### config.mk
export PLATFORM = sky130hd
export DESIGN_NAME = pvdq_lane
export DESIGN_NICKNAME = d
export VERILOG_FILES = /design/src/rtl/pvdq_pkg.sv /design/src/rtl/pvdq_lane.sv
export SDC_FILE = /design/constraint.sdc
export NUM_CORES = 2
export LEC_CHECK = 0
export BUFFER_PORTS_ARGS = -buffer_cell sky130_fd_sc_hd__buf_2
export CAP_MARGIN = 20
export CORE_AREA = 2 2 379 381
export DETAILED_ROUTE_END_ITERATION = 6
export DIE_AREA = 0 0 381 383
export PLACE_DENSITY = 0.95
export SLEW_MARGIN = 40
export SYNTH_ARGS = -nofsm -noshare
export SYNTH_HDL_FRONTEND = slang
export SYNTH_SLANG_ARGS = --single-unit
### constraint.sdc
create_clock -name clk -period 12.7 [get_ports clk]
set_input_delay 1.905 -clock clk [delete_from_list [all_inputs] [get_ports clk]]
set_output_delay 1.905 -clock clk [all_outputs]
set_load 0.005 [all_outputs]
### src/rtl/pvdq_pkg.sv
// Shared types, constants and field helpers for the packed vector dequantizer.
// No dependencies; used by pvdq_lane, pvdq_merge and packed_vector_dequantizer.
`default_nettype none

package pvdq_pkg;

    // Packed code formats (register format_mode)
    typedef enum logic [1:0] {
        FMT_5BIT  = 2'd0,
        FMT_10BIT = 2'd1,
        FMT_21BIT = 2'd2,
        FMT_16BIT = 2'd3
    } fmt_t;

    // Component select codes (register component_select)
    localparam logic [1:0] COMP_X   = 2'd0;
    localparam logic [1:0] COMP_Y   = 2'd1;
    localparam logic [1:0] COMP_Z   = 2'd2;
    localparam logic [1:0] COMP_ALL = 2'd3;

    // Register indexes
    localparam logic [2:0] REG_FORMAT_MODE = 3'd0;
    localparam logic [2:0] REG_COMPONENT   = 3'd1;
    localparam logic [2:0] REG_SCALE_X     = 3'd2;
    localparam logic [2:0] REG_SCALE_Y     = 3'd3;
    localparam logic [2:0] REG_SCALE_Z     = 3'd4;
    localparam logic [2:0] REG_OFFSET_X    = 3'd5;
    localparam logic [2:0] REG_OFFSET_Y    = 3'd6;
    localparam logic [2:0] REG_OFFSET_Z    = 3'd7;

    localparam int CODE_W   = 63;
    localparam int DATA_W   = 32;
    localparam int FIELD_W  = 21;
    localparam int SHIFT_W  = 5;
    localparam int PROD_W   = FIELD_W + DATA_W;
    localparam int ADDR_W   = 5;

    // Reduction steps x = H*2^b + L  ->  q += H, x = H + L
    localparam int RED_STAGES  = 10;
    // multiply stage + reduction stages + final correction/offset stage
    localparam int LANE_STAGES = RED_STAGES + 2;
    // lane stages + output register
    localparam int PIPE_DEPTH  = LANE_STAGES + 1;

    localparam logic [FIELD_W-1:0] MAX_5BIT  = 21'h1f;
    localparam logic [FIELD_W-1:0] MAX_10BIT = 21'h3ff;
    localparam logic [FIELD_W-1:0] MAX_21BIT = 21'h1fffff;
    localparam logic [FIELD_W-1:0] MAX_16BIT = 21'h00ffff;

    typedef logic [DATA_W-1:0] word_t;

    function automatic logic [SHIFT_W-1:0] fmt_bits(input fmt_t fmt);
        logic [SHIFT_W-1:0] b;
        case (fmt)
            FMT_5BIT:  b = 5'd5;
            FMT_10BIT: b = 5'd10;
            FMT_21BIT: b = 5'd21;
            FMT_16BIT: b = 5'd16;
            default:   b = 5'd5;
        endcase
        return b;
    endfunction

    function automatic logic [FIELD_W-1:0] fmt_max(input fmt_t fmt);
        logic [FIELD_W-1:0] m;
        case (fmt)
            FMT_5BIT:  m = MAX_5BIT;
            FMT_10BIT: m = MAX_10BIT;
            FMT_21BIT: m = MAX_21BIT;
            FMT_16BIT: m = MAX_16BIT;
            default:   m = MAX_5BIT;
        endcase
        return m;
    endfunction

endpackage

`default_nettype wire

### src/rtl/pvdq_lane.sv
// One dequantization lane: |field*scale|, division by 2^b-1 by end-around
// reduction steps, sign restore and offset add. Depends on pvdq_pkg.
`default_nettype none

module pvdq_lane (
    input  wire logic                                    clk,
    input  wire logic [pvdq_pkg::LANE_STAGES-1:0]        en,
    input  wire pvdq_pkg::fmt_t                          fmt,
    input  wire logic [pvdq_pkg::FIELD_W-1:0]            field,
    input  wire pvdq_pkg::word_t                         scale,
    input  wire pvdq_pkg::word_t                         offset,
    output pvdq_pkg::word_t                              result
);

    localparam int PW = pvdq_pkg::PROD_W;
    localparam int RS = pvdq_pkg::RED_STAGES;

    logic [PW-1:0]                  x_reg [0:RS];
    logic [pvdq_pkg::DATA_W-1:0]    q_reg [0:RS];
    pvdq_pkg::word_t                res_reg;

    logic [pvdq_pkg::DATA_W-1:0]    scale_mag;
    logic [PW-1:0]                  x0_next;
    logic [pvdq_pkg::SHIFT_W-1:0]   shamt;
    logic [PW-1:0]                  low_mask;
    logic [pvdq_pkg::DATA_W-1:0]    qsum;
    logic [pvdq_pkg::DATA_W-1:0]    qsigned;
    pvdq_pkg::word_t                res_next;

    // Magnitude of the signed scale; -2^31 maps to 2^31, which still fits
    assign scale_mag = scale[pvdq_pkg::DATA_W-1] ? (~scale + 1'b1) : scale;
    assign x0_next   = PW'(field) * PW'(scale_mag);
    assign shamt     = pvdq_pkg::fmt_bits(fmt);
    assign low_mask  = PW'(pvdq_pkg::fmt_max(fmt));

    always_ff @(posedge clk)
    begin
        if (en[0])
        begin
            x_reg[0] <= x0_next;
            q_reg[0] <= '0;
        end
    end

    // Since 2^b = M + 1: x = H*M + (H + L), so q(x) = H + q(H + L)
    for (genvar k = 1; k <= RS; k++) begin : g_red
        logic [PW-1:0]               hi;
        logic [PW-1:0]               x_next;
        logic [pvdq_pkg::DATA_W-1:0] q_next;

        assign hi     = x_reg[k-1] >> shamt;
        assign x_next = hi + (x_reg[k-1] & low_mask);
        assign q_next = q_reg[k-1] + hi[pvdq_pkg::DATA_W-1:0];

        always_ff @(posedge clk)
        begin
            if (en[k])
            begin
                x_reg[k] <= x_next;
                q_reg[k] <= q_next;
            end
        end
    end

    // Remainder is now below 2^b; it equals M in exactly one case
    always_comb
    begin
        qsum     = q_reg[RS] + ((x_reg[RS] >= low_mask) ? 32'd1 : 32'd0);
        qsigned  = scale[pvdq_pkg::DATA_W-1] ? (~qsum + 1'b1) : qsum;
        res_next = offset + qsigned;
    end

    always_ff @(posedge clk)
    begin
        if (en[RS+1])
        begin
            res_reg <= res_next;
        end
    end

    assign result = res_reg;

endmodule

`default_nettype wire

== Yosys cells after proc, flatten, opt, wreduce, memory -nomap -nowiden ==
Memory sizes are Yosys's and may differ from the RTL's.
Cells that the tools add are included.

* Register bits: 32
* Bits in writable memories: 935
* Input bits: 100
* Output and inout bits: 32
* Logic and storage cells: 82
* Memories: 2

{| class="wikitable"
|+ Memory list
! name !! words !! bits a word !! rd ports !! clocked after Yosys merged registers in !! wr ports !! line !! RTL
|-
| x_reg || 11 || 53 || 11 || 0 || 11 || pvdq_lane.sv:18 || <nowiki>logic [PW-1:0] x_reg [0:RS];</nowiki>
|-
| q_reg || 11 || 32 || 11 || 0 || 11 || pvdq_lane.sv:19 || <nowiki>logic [pvdq_pkg::DATA_W-1:0] q_reg [0:RS];</nowiki>
|}

* Add/sub/neg operators: 24
* $mul: 1
* Order comparisons: 1
* Equality and inequality tests: 3
* Shift operators: 10
* Multiplexer cells: 27
* Bitwise logic cells: 12
* Reductions and logical operators: 1

{| class="wikitable"
|+ Operator list
! operator !! number
|-
| 53-bit adder || 10
|-
| 53-bit by 21-bit AND with 53-bit output || 10
|-
| 53-bit by 5-bit >> shifter with 53-bit output || 10
|-
| 32-bit adder || 11
|-
| 21-bit case mux with 4 select lines || 1
|-
| 32-bit by 1-bit adder with 32-bit output (second input constant) || 2
|-
| 32-bit 2-to-1 mux || 2
|-
| 32-bit NOT || 2
|-
| 53-bit by 21-bit greater-or-equal comparator with 1-bit output || 1
|-
| 21-bit by 32-bit multiplier with 53-bit output || 1
|-
| 32-bit by 1-bit adder with 32-bit output || 1
|-
| 1-bit 2-to-1 mux || 23
|-
| 5-bit case mux with 4 select lines || 1
|-
| 2-bit == test (second input constant) || 2
|-
| 2-bit by 1-bit == test with 1-bit output (second input constant) || 1
|-
| 2-bit zero test || 1
|}

== Depth between registers and ports, before layout ==
* Depth in word-level cells: 9
* Gate-level depth with buffers: 46

== Worst setup path after synthesis ==
No wires, ideal clock.

* Path kind: input port to flip-flop
* Start point: in scale[6]
* End point: mem x_reg[0][49] (netlist name), data pin
* Data arrival time: 9.813 ns
* Required time: 12.440 ns
* Path slack: 2.627 ns
* Cell stages on the path: 30
* Path buffers: 1
* Path through: or4_1 -> or4_1 -> nand2b_1 -> or4_1 -> o31ai_1 -> xnor2_1 -> clkbuf_1 -> and2_1 -> fa_1 -> fa_1 -> inv_1 -> fa_1 -> inv_1 -> fa_1 -> fa_1 -> fa_1 -> inv_1 -> fa_1 -> inv_1 -> ha_1 -> a21oi_1 -> o21ai_0 -> a31oi_1 -> o21bai_1 -> a221oi_1 -> nand2_1 -> a211oi_1 -> nor2_1 -> a41oi_1 -> xnor2_1

{| class="wikitable"
|+ RTL lines
! what !! line !! RTL
|-
| start: declaration || pvdq_lane.sv:10 || <nowiki>input wire pvdq_pkg::word_t scale,</nowiki>
|-
| end: declaration || pvdq_lane.sv:18 ||
|}

==> flow_summary.toml <==
[clock_tree]
cts_resized = 0
post_cts_buffers = 0
clockRootBuffer = "clkbuf_16"
clock_sinks = 935
cts_made_buffers = 99
cts_tree = "done"
clock_path_buffers = 3
clk_latency_ps = 760
htreeDepth = 3
clkTransAtPathRegs_ps = 60
holdBufCountCts = 0

[global_route]
grt_pass1_wl_um = 408000
grt_max_degree = 146
grt.overflow.total = 0
first_global_vias = 76100
grt.total_usage_pct = 35.3
antenna_found_initial = 0

[setup_path]
cp-start-kind = "input port"
required_ps = 13180
path_buf_inv = 6
worstPathArrival_ps = 11240
cp_max_fo = 21
cp_slowest_stage_delay_ps = 760
critical_path_class = "input port to flop"
slowest_stage = "nor3_1"
end_kind = "flop"
crit_top_cell = "fa_1"
crit_family = "adder cells"

[logic_synthesis]
synthAdderAreaFrac_pct = 22.0
synthesis.yosys.warnings = 0
synth_top_family_by_area = "adder cells"
seq_area_frac_synth_pct = 30.1
yosysMostFrequentCell = "edfxtp_1"
synth_cell_types = 111
syn_area_um2 = 93300
yosys.area_share.xor_xnor_pct = 7.91
synth.top_cells.by_area = "edfxtp_1, fa_1, ha_1, mux4_2, xnor2_1"
synth.area.mux_share_pct = 8.83
syn_avg_cell_area_um2 = 10.4
synth_compound_area_share_pct = 11.9
synth-seq-cells = 935
synthSimpleGateAreaFrac_pct = 14.2
synthArstFlopShare_pct = 0
synthCells = 8943
synth-main-ff-cell = "edfxtp_1"
synth_commonest_cells = "edfxtp_1, inv_1, ha_1"
synth_edf_count = 935
yosysTopAreaCellShare_pct = 30.1
yosys.area.top_type = "edfxtp_1"

[outcome]
outcome = "finished, violations left"
failed_checks = "design-rule violations"

[place]
dp_hpwl_um = 194000
io_buffers = 131
globalplace.congestion = 1.02
dpl_cell_area_um2 = 95400

[routing]
via_per_inst = 6.85
wl_per_cell_um = 24.0
ant_nets = 0
dr_total_vias = 74700
routed_wl_um = 261000
remaining_drc_errors = 28
first_pass_iters = 7
drtIter0Drc = 9692

[timing]
fmax_mhz = 92.9
period_share_pct = 84.8
tightest_slew_ps = 971
hold_viol = 0
drv_slew = 0
holdWs_ps = 577
fin_crit_ps = 10770
fin_worst_skew_ps = 51.8
setup_tns_ps = 0
rsz0062_at_grt = "false"
setup_viol = 0
slew_headroom_pct = 35.3

[floorplanning]
die_area_um2 = 146000
rows = 139
die_x_um = 381
die_h_um = 383
io_pins = 132
initial_core_util_pct = 65.6
core_um2 = 142000

[layout]
num-fill-cells = 9495
fin_util_pct = 69.3
final_area_um2 = 98600
area_growth_syn_to_layout_pct = 5.71
layout-drive-gt1-share_pct = 8.21
nNetsFinal = 10300
antenna_cells = 0
largest_reg_flops = 583

[flow_run]
drv_cap = 0

[hold_path]
hp-class = "flop to flop"
-- per-stage QoR --
step	worst slack, ps	instances
floorplan	2630	8982
global placement	1680	10700
detailed placement	1540	10700
CTS	2230	10900
global route	1490	10900
finish	1930	10900
-- worst register-to-register path: cells and delay by family (launching register included) --
kind | cells | cell delay (ps)
AO/OA/AOI/OAI | 12 | 2980
buffers and inverters | 1 | 90
XOR/XNOR | 3 | 520
AND/OR/NAND/NOR | 7 | 2040
flip-flops | 1 | 420
adder cells (fa/ha/maj) | 4 | 1210
-- logic make-up (layout without fill, tap and decap cells) --
group	count (synthesis)	in the layout
other	1	40
XOR/XNOR	843	843
flip-flops	935	935
adder cells (fa/ha/maj)	1290	1290
multiplexers	429	429
buffers and inverters	1136	1159
AO/OA/AOI/OAI	1717	1717
AND/OR/NAND/NOR	2592	2592
-- cells in the final DEF, fill, tap and decap left out, types with 286 or more instances in the layout --
cell type,n
inv_1,789
nor2_1,480
mux4_2,292
fa_1,587
nand2_1,677
ha_1,703
edfxtp_1,935
xnor2_1,581
o21ai_0,286
and2_1,480
a21oi_1,542
-- area by class of cell --
class	count	area, um^2	area share (%)
timing repair buffer	187	1260	1.27
clock buffer	114	2580	2.61
multi-input combinational	6911	60700	61.6
tap	1903	2380	2.41
inverter	792	2980	3.02
clock inverter	66	618	0.627
sequential	935	28100	28.5
-- metal layers --
| metal | routed length (um) | part of all wire [%] | up-vias | GRT usage [%] |
|---|---|---|---|---|
| li1 | - | - | 31900 | - |
| met1 | 89000 | 34 | 35500 | 43.1 |
| met2 | 123000 | 47 | 5831 | 58.2 |
| met3 | 31300 | 12 | 1485 | 7.38 |
| met4 | 17900 | 6.9 | 0 | 20.7 |
| met5 | 0 | 0 | - | 0 |
-- final timing paths --
check | from | endpoint | slack, ps | depth (start not counted)
max reg2reg | x_reg[10][20]$_DFFE_PP_ | result[30]$_DFFE_PP_ | 5170 | 27
min | x_reg[0][0]$_DFFE_PP_ | x_reg[1][0]$_DFFE_PP_ | 580 | 1
max | scale[16] | x_reg[0][49]$_DFFE_PP_ | 1930 | 33
min reg2reg | x_reg[0][0]$_DFFE_PP_ | x_reg[1][0]$_DFFE_PP_ | 580 | 1
Power is left out: the tool's default activity adds up to more than one toggle a clock period on the data nets, which glitch-free logic cannot reach.
