`config.mk`:
```
export PLATFORM = sky130hd
export DESIGN_NAME = pvdq_merge
export DESIGN_NICKNAME = d
export VERILOG_FILES = /design/src/rtl/pvdq_pkg.sv /design/src/rtl/pvdq_merge.sv
export SDC_FILE = /design/constraint.sdc
export NUM_CORES = 1
export LEC_CHECK = 0
export BUFFER_PORTS_ARGS = -buffer_cell sky130_fd_sc_hd__buf_2
export CAP_MARGIN = 25
export CORE_AREA = 2 2 127 129
export CTS_CLUSTER_DIAMETER = 200
export DETAILED_ROUTE_END_ITERATION = 8
export DIE_AREA = 0 0 129 131
export PLACE_DENSITY = 0.72
export SETUP_SLACK_MARGIN = 0.2
export SYNTH_ARGS = -nofsm -noshare
export SYNTH_HDL_FRONTEND = slang
export SYNTH_SLANG_ARGS = --single-unit
```
`constraint.sdc`:
```
create_clock -name clk -period 2.19 [get_ports clk]
set_input_delay 0.1095 -clock clk [delete_from_list [all_inputs] [get_ports clk]]
set_output_delay 0.1095 -clock clk [all_outputs]
set_load 0.02 [all_outputs]
```
`src/rtl/pvdq_pkg.sv`:
```
// Shared types, constants and field helpers for the packed vector dequantizer.
// No dependencies; used by pvdq_lane, pvdq_merge and packed_vector_dequantizer.
`default_nettype none

package pvdq_pkg;

    // Packed code formats (register format_mode)
    typedef enum logic [1:0] {
        FMT_5BIT  = 2'd0,
        FMT_10BIT = 2'd1,
        FMT_21BIT = 2'd2,
        FMT_16BIT = 2'd3
    } fmt_t;

    // Component select codes (register component_select)
    localparam logic [1:0] COMP_X   = 2'd0;
    localparam logic [1:0] COMP_Y   = 2'd1;
    localparam logic [1:0] COMP_Z   = 2'd2;
    localparam logic [1:0] COMP_ALL = 2'd3;

    // Register indexes
    localparam logic [2:0] REG_FORMAT_MODE = 3'd0;
    localparam logic [2:0] REG_COMPONENT   = 3'd1;
    localparam logic [2:0] REG_SCALE_X     = 3'd2;
    localparam logic [2:0] REG_SCALE_Y     = 3'd3;
    localparam logic [2:0] REG_SCALE_Z     = 3'd4;
    localparam logic [2:0] REG_OFFSET_X    = 3'd5;
    localparam logic [2:0] REG_OFFSET_Y    = 3'd6;
    localparam logic [2:0] REG_OFFSET_Z    = 3'd7;

    localparam int CODE_W   = 63;
    localparam int DATA_W   = 32;
    localparam int FIELD_W  = 21;
    localparam int SHIFT_W  = 5;
    localparam int PROD_W   = FIELD_W + DATA_W;
    localparam int ADDR_W   = 5;

    // Reduction steps x = H*2^b + L  ->  q += H, x = H + L
    localparam int RED_STAGES  = 10;
    // multiply stage + reduction stages + final correction/offset stage
    localparam int LANE_STAGES = RED_STAGES + 2;
    // lane stages + output register
    localparam int PIPE_DEPTH  = LANE_STAGES + 1;

    localparam logic [FIELD_W-1:0] MAX_5BIT  = 21'h1f;
    localparam logic [FIELD_W-1:0] MAX_10BIT = 21'h3ff;
    localparam logic [FIELD_W-1:0] MAX_21BIT = 21'h1fffff;
    localparam logic [FIELD_W-1:0] MAX_16BIT = 21'h00ffff;

    typedef logic [DATA_W-1:0] word_t;

    function automatic logic [SHIFT_W-1:0] fmt_bits(input fmt_t fmt);
        logic [SHIFT_W-1:0] b;
        case (fmt)
            FMT_5BIT:  b = 5'd5;
            FMT_10BIT: b = 5'd10;
            FMT_21BIT: b = 5'd21;
            FMT_16BIT: b = 5'd16;
            default:   b = 5'd5;
        endcase
        return b;
    endfunction

    function automatic logic [FIELD_W-1:0] fmt_max(input fmt_t fmt);
        logic [FIELD_W-1:0] m;
        case (fmt)
            FMT_5BIT:  m = MAX_5BIT;
            FMT_10BIT: m = MAX_10BIT;
            FMT_21BIT: m = MAX_21BIT;
            FMT_16BIT: m = MAX_16BIT;
            default:   m = MAX_5BIT;
        endcase
        return m;
    endfunction

endpackage

`default_nettype wire

```
`src/rtl/pvdq_merge.sv`:
```
// Merge stage: combine the lane results into the output vector and hold it
// in the output register. Depends on pvdq_pkg.
`default_nettype none

module pvdq_merge (
    input  wire logic              clk,
    input  wire logic              en,
    input  wire pvdq_pkg::fmt_t    fmt,
    input  wire logic [1:0]        comp,
    input  wire pvdq_pkg::word_t   lane_x,
    input  wire pvdq_pkg::word_t   lane_y,
    input  wire pvdq_pkg::word_t   lane_z,
    input  wire pvdq_pkg::word_t   offset_x,
    input  wire pvdq_pkg::word_t   offset_y,
    input  wire pvdq_pkg::word_t   offset_z,
    output pvdq_pkg::word_t        out_x,
    output pvdq_pkg::word_t        out_y,
    output pvdq_pkg::word_t        out_z,
    output pvdq_pkg::word_t        out_w
);

    pvdq_pkg::word_t x_reg, y_reg, z_reg, w_reg;
    pvdq_pkg::word_t x_next, y_next, z_next, w_next;

    always_comb
    begin
        x_next = lane_x;
        y_next = lane_y;
        z_next = lane_z;
        w_next = '0;
        if (fmt == pvdq_pkg::FMT_16BIT)
        begin
            x_next = offset_x;
            y_next = offset_y;
            z_next = offset_z;
            case (comp)
                pvdq_pkg::COMP_X:   x_next = lane_x;
                pvdq_pkg::COMP_Y:   y_next = lane_x;
                pvdq_pkg::COMP_Z:   z_next = lane_x;
                pvdq_pkg::COMP_ALL:
                begin
                    x_next = lane_x;
                    y_next = lane_x;
                    z_next = lane_x;
                    w_next = lane_x;
                end
                default: x_next = lane_x;
            endcase
        end
    end

    always_ff @(posedge clk)
    begin
        if (en)
        begin
            x_reg <= x_next;
            y_reg <= y_next;
            z_reg <= z_next;
            w_reg <= w_next;
        end
    end

    assign out_x = x_reg;
    assign out_y = y_reg;
    assign out_z = z_reg;
    assign out_w = w_reg;

endmodule

`default_nettype wire

```
## Word-level counts from Yosys, hierarchy flattened

Cells that the tools add are included.

| storage, ports and cells | value |
|---|---|
| register bits | 128 |
| input port bits | 198 |
| output and inout bits | 128 |

| operators by class | value |
|---|---|
| multiplexer cells | 6 |
| eq/ne operators | 4 |
| reductions and logical operators | 5 |

Operators by type and width:

| cell | count |
|---|---|
| $mux 32 | 6 |
| $eq 2x2->1 const B | 3 |
| $reduce_or 2->1 | 3 |
| $eq 2x1->1 const B | 1 |
| $logic_not 2->1 | 1 |
| $reduce_and 2->1 | 1 |

## Depth between registers and ports, before layout

Gate-level depths: netlist of the first run.

| depth | value |
|---|---|
| depth in word-level cells | 4 |
| depth in mapped cells | 6 |

## Least setup slack after synthesis of the first run

No wires, ideal clock.

| timing | value |
|---|---|
| path type | input to register |
| start | input port comp[0] |
| end | register x_reg[0] (netlist: out_x[0]) (data pin) |
| library setup time | 262 ps |
| path buffers | 1 |
| arrival time | 1127 ps |
| slack | 801 ps |
| cell stages on the path | 5 |
| cells stage by stage | inv_1 > ha_1 > nand3b_1 > buf_2 > mux2_1 |

| between the ends | value |
|---|---|
| cells in the longest elaborated chain, start to end | 4 |
| elaborated cells between the ends (all ways) | 5 |

Ends and longest elaborated chain:

| item | RTL line | text |
|---|---|---|
| start, declared | pvdq_merge.sv:9 | `input wire logic [1:0] comp,` |
| $eq 2x2->1 or $logic_not 2->1 (tied branches) | pvdq_merge.sv:36 | `case (comp)` |
| $reduce_or 2->1 (no source line) * | - |  |
| $mux 32 * | pvdq_merge.sv:36 |  |
| $mux 32 * | pvdq_merge.sv:31 | `if (fmt == pvdq_pkg::FMT_16BIT)` |
| via x_next[0] | pvdq_merge.sv:23 | `pvdq_pkg::word_t x_next, y_next, z_next, w_next;` |
| end signal, assigned | pvdq_merge.sv:56 | `x_reg <= x_next;` |
| end, declared | pvdq_merge.sv:22 | `pvdq_pkg::word_t x_reg, y_reg, z_reg, w_reg;` |

The timed path passes the listed nets; every way through them passes the cells marked *.
A chain may end at the register's enable or synchronous reset.

## Worst setup path after layout of the first run

| timing | value |
|---|---|
| start | input port comp[0] |
| end | register x_reg[20] (netlist: out_x[20]) (data pin) |

The elaborated chain is that of the path after synthesis.

==> impl_metrics.toml, run 1 <==
[timing]
fin_crit_sh = 0.586
setup_viol = 0
final.min_clock_period_ps = 1280
fmax_mhz = 779
finalHoldViolations = 0
tightest_slew_ps = 755
slew_violations = 0
setup_slack_ps = 907
slew-limit-headroom = 0.497
rsz0062_at_grt = "no"
setup_tns_ps = 0
fin_hold_ws_ps = 31.5

[logic_synthesis]
yosysUniqueCellTypes = 17
synth_most_common_cell = "edfxtp_1"
synth_top_cell_by_area = "edfxtp_1"
syn_nets = 715
synth_common_cells = "edfxtp_1, a21oi_1, o21ai_0, or3b_1, a31oi_1"
synthFlopType = "edfxtp_1"
async_reset_ff_frac = 0
synth_seq_cells = 128
synth-seq-area-share = 0.598
mappedNetlistArea_um2 = 6430
synth_top_area_frac = 0.598
ys_warn_count = 0
synth_edf_count = 128
synthCells = 514
yosys-top-cells-area = "edfxtp_1, or3b_1, mux2_1"
avgSynthCellArea_um2 = 12.5

[cts]
postCtsHoldBufs = 32
clockBufferDepth = 2
cts_sinks = 128
htreeDepth = 4
postCtsSetupBuffers = 0
cts_resized = 0
clkTransAtPathRegs_ps = 60
cts_buffers = 17
root_buffer = "clkbuf_16"
cts_tree = "yes"

[grt]
grt_pass1_vias = 5306
grt_overflow = 0
grt_pass1_wl_mm = 28.5
antenna_found_initial = 0
grtUsageMet3 = 0.0774
grt_util_all_layers = 0.223
use_met2 = 0.366
grt_max_degree = 129
grt_util_met1 = 0.276
top_usage_layer = "met2"

[power_and_ir_drop]
seq_power_share = 0.402
powerDensity_nw_per_um2 = 809
p_leak_uw = 0.00392
clockPowerShare = 0.431
power.share.combinational = 0.167
p_int_uw = 5570
power.switching_uw = 1880
vdd_drop_max_uv = 462
total_power_uw = 7450
switching_share = 0.253

[route]
drtIter0Drc = 386
vias = 5766
wl_per_cell_um = 18.3
drt-total-wl_mm = 19.7
drc = 0
drtPass1Iterations = 5
antenna_left = 0
avgViaCountPerCell = 5.36

[worst_setup_path]
slowest_stage = "mux2_1"
cp_max_fo = 22
worstPathRequired_ps = 2340
critical_path_arrival_ps = 1440
worstPathBufferInverterCount = 3
cp_top_family = "buffers and inverters"
path_cells = "buf_2 > inv_1 > ha_2 > nand3b_1 > buf_4 > mux2_1"
cpPeakStageDelay_ps = 370
path_class = "input pin to flop"
end_kind = "flop"
cp-start-kind = "input pin"

[layout]
nNetsFinal = 1047
diodes = 0
fillerInstances = 1300
seq_area_um2 = 3840
multi_input_area_um2 = 2300
drive_above_1_share = 0.447
area_growth_pct = 43.3

[floorplanning]
dieArea_um2 = 16900
initial_core_util = 0.412
core-area_um2 = 15600
rows = 46
io_pins = 326
die_h_um = 131
dieWidth_um = 129

[flow_run]
cap_violations = 0

[status]
status = "complete, no violations"

[placement]
post-place-ws_ps = 493
port_buffers = 325
post-dp-hpwl_mm = 13.0
gp_congestion = 0.766

[worst_hold_path]
worstHoldPathType = "input pin to flop"
==> placed cells by master, fill, tap and decap left out, drive strengths merged <==
cell type,Yosys,final
clkbuf,30,17
nand3b,1,1
a21oi,64,64
buf,26,340
and3,32,32
bufinv,0,6
o21ai,64,64
dlygate4sd3,0,32
inv,2,3
clkinv,0,7
ha,3,3
or3b,64,64
mux2,32,32
a31oi,64,64
edfxtp,128,128
and2,1,1
clkinvlp,0,1
==> cell type report <==
type | instances | area share
Tap cell | 216 | 0.0294
Clock buffer | 17 | 0.0462
Inverter | 2 | 0.000815
Clock inverter | 15 | 0.0261
Sequential cell | 128 | 0.417
Multi-Input combinational cell | 325 | 0.249
Timing Repair Buffer | 372 | 0.231
==> state kept, by name (all words and copies together) (netlist names) <==
signal and count:
out_w 32, out_x 32, out_y 32, out_z 32
==> metrics by stage <==
step	cells	cell area, um2	util
6_report	1075	9210	0.590
5_1_grt	1075	9210	0.590
4_1_cts	1075	9210	0.590
3_5_place_dp	1011	8220	0.527
3_3_place_gp	1011	8220	0.527
2_1_floorplan	514	6430	-
==> routing by layer <==
layer | share of wire | wire length (um)
met1 | 0.40 | 7870
met2 | 0.48 | 9550
met3 | 0.094 | 1850
met4 | 0.022 | 427
met5 | 0 | 0
==> kinds of logic (layout without fill, tap and decap cells) <==
group           after synthesis  after routing  share of synthesized area
simple gates                 98             98                      0.121
buf+inv                      61            406                     0.0477
compound gates              192            192                      0.172
fa+ha+maj                     3              3                    0.00584
flops                       128            128                      0.598
mux                          32             32                     0.0561
==> path summary, 6_finish.rpt <==
path	start	endpoint	depth (start not counted)
worst max-delay path	comp[0]	out_x[20]	6
worst min-delay path	lane_x[22]	out_x[22]	2
==> power by group through the flow <==
stage               Clock, uW  Sequential [uW]  Combinational, uW
finish                   3210             3000               1250
global route             3360             3020               1340
CTS                      3260             3000               1240
detailed placement          0             3050               1200
global placement            0             3040               1180
floorplan                   0             3330                369
No activity file was read; power rests on OpenSTA's default activity.
==> run 2, diff against run 1 <==
--- a/config.mk
+++ b/config.mk
@@ -7,11 +7,11 @@
 export LEC_CHECK = 0
 export BUFFER_PORTS_ARGS = -buffer_cell sky130_fd_sc_hd__buf_2
 export CAP_MARGIN = 25
-export CORE_AREA = 2 2 127 129
+export CORE_AREA = 2 2 125 127
 export CTS_CLUSTER_DIAMETER = 200
 export DETAILED_ROUTE_END_ITERATION = 8
-export DIE_AREA = 0 0 129 131
-export PLACE_DENSITY = 0.72
+export DIE_AREA = 0 0 127 129
+export PLACE_DENSITY = 0.74
 export SETUP_SLACK_MARGIN = 0.2
 export SYNTH_ARGS = -nofsm -noshare
 export SYNTH_HDL_FRONTEND = slang
==> constraint.sdc (replaced) <==
create_clock -name clk -period 1.2 [get_ports clk]
set_input_delay 0.06 -clock clk [delete_from_list [all_inputs] [get_ports clk]]
set_output_delay 0.06 -clock clk [all_outputs]
set_load 0.02 [all_outputs]
==> run 2 against run 1 <==
The flow now finishes with violations (hold timing). Core utilization grew 16 points. Setup slack lost 800 ps. Non-clock buffer count increased by 99. Routed wire length rose by 33%. Sequential cell count did not move. Sequential power rose by 85%. Clock power increased by 58%. First-iteration DRC count increased by 46%. Global-route usage is 6.7 points higher. Power up 87%. Critical path type unchanged. Largest cell class is now non-clock buffers. Highest routed layer unchanged.
==> impl_metrics.toml, run 2 (synthesized netlist as in run 1, its figures left out) <==
[status]
status = "finished with violations"
violations = "hold timing"

[placement]
gp_congestion = 0.928
post-dp-hpwl_mm = 15.0
post-place-ws_ps = -378
dp.cells = 1009
port_buffers = 325

[timing]
tightest_slew_ps = 371
fin_crit_sh = 0.913
finalHoldViolations = 1
setup_tns_ps = 0
final.min_clock_period_ps = 1100
setup_viol = 0
setup_slack_ps = 104
slew-limit-headroom = 0.750
fmax_mhz = 912
rsz0062_at_grt = "yes"
slew_violations = 0
fin_hold_ws_ps = -2.08

[grt]
grt_util_all_layers = 0.291
grt_pass1_wl_mm = 35.5
grt_overflow = 0
antenna_found_initial = 2
grt_pass1_vias = 6428
grt_max_degree = 60

[floorplanning]
die_h_um = 129
io_pins = 326
dieArea_um2 = 16400
rows = 45
initial_core_util = 0.429
dieWidth_um = 127
core-area_um2 = 15000

[route]
drc = 0
drt-total-wl_mm = 26.2
wl_per_cell_um = 22.9
antenna_left = 0
vias = 6582
drtPass1Iterations = 5
drtIter0Drc = 565
avgViaCountPerCell = 5.74

[layout]
final_common_cell = "buf_2"
multi_input_area_um2 = 2460
area_growth_pct = 73.8
mostFrequentLayoutCells = "buf_2, edfxtp_1, buf_6"
nNetsFinal = 1146
finalNonFillerCells = 1146
utilization = 0.746
seq_area_um2 = 3840
fillerInstances = 910
drive_above_1_share = 0.481

[cts]
cts_buffers = 17
cts_tree = "yes"
clockBufferDepth = 2
root_buffer = "clkbuf_16"
clkTransAtPathRegs_ps = 50
cts_sinks = 128
htreeDepth = 4

[worst_setup_path]
worstPathRequired_ps = 1370
path_class = "input pin to flop"
end_kind = "flop"
cp-start-kind = "input pin"
critical_path_arrival_ps = 1260
cp_max_fo = 8

[worst_hold_path]
worstHoldPathType = "input pin to flop"

[power_and_ir_drop]
total_power_uw = 13900
powerDensity_nw_per_um2 = 1250
p_leak_uw = 0.00485
vdd_drop_max_uv = 934

[flow_run]
cap_violations = 0
-- run 2: cell types whose count changed in the layout (fill, tap and decap cells not counted), moves of 4 or more --
| cell | delta |
|---|---|
| buf_4 | +14 |
| o21ai_0 | -10 |
| buf_12 | +16 |
| clkinv_1 | +5 |
| dlygate4sd3_1 | +54 |
| buf_6 | +115 |
| mux2_1 | -32 |
| mux2_4 | +32 |
| buf_2 | -108 |
| o21ai_1 | +9 |
| clkbuf_16 | +4 |
-- run 2: routing by layer --
metal / track usage / vias up / wire length (um)
met4: 0.129 / 0 / 1030
met1: 0.336 / 3142 / 9710
li1: - / 2898 / -
met5: 0 / - / 0
met2: 0.523 / 453 / 13300
met3: 0.0607 / 89 / 2140
-- run 2: final cells by class --
| class | instances | area share |
|---|---|---|
| antenna | 1 | 0.000224 |
| clock buffer | 20 | 0.0391 |
| clock inverter | 11 | 0.0109 |
| inverter | 2 | 0.00224 |
| multi-input combinational | 325 | 0.220 |
| sequential | 128 | 0.344 |
| tap | 188 | 0.0211 |
| timing repair buffer | 471 | 0.362 |
-- run 2: stage by stage --
stage	hold WS, ps	cell area (um2)
after floorplan	172	6640
after detailed placement	348	8650
after CTS	0.311	10600
after global routing	-2.52	11200
final	-2.08	11200
after global placement	341	8650
-- run 2: critical path, stage by stage --
cell and delay (ps):
buf_8 110, ha_4 220, nand3b_1 210, buf_6 190, buf_12 160, mux2_4 300
-- run 2: worst paths after layout --
path | start | to | slack [ps] | cells after the start
worst max-delay path | comp[1] | out_x[7] | 100 | 6
worst min-delay path | lane_y[13] | out_y[13] | -2 | 3
-- run 2: power breakdown --
part / total, uW / switching (uW) / internal (uW)
clock network: 5080 / 1880 / 3200
registers: 5560 / 177 / 5390
logic: 3290 / 1610 / 1680
total: 13900 / 3670 / 10300
-- run 2: what timing repair did --
item                                    4_1_cts  5_1_grt
endpoints found under the setup margin      193      202
setup buffers                                 7        4
pin swaps                                     1       17
resized for setup                           124      140
gates cloned                                  3        5
hold endpoints to repair                     78        2
hold buffers                                 85        1
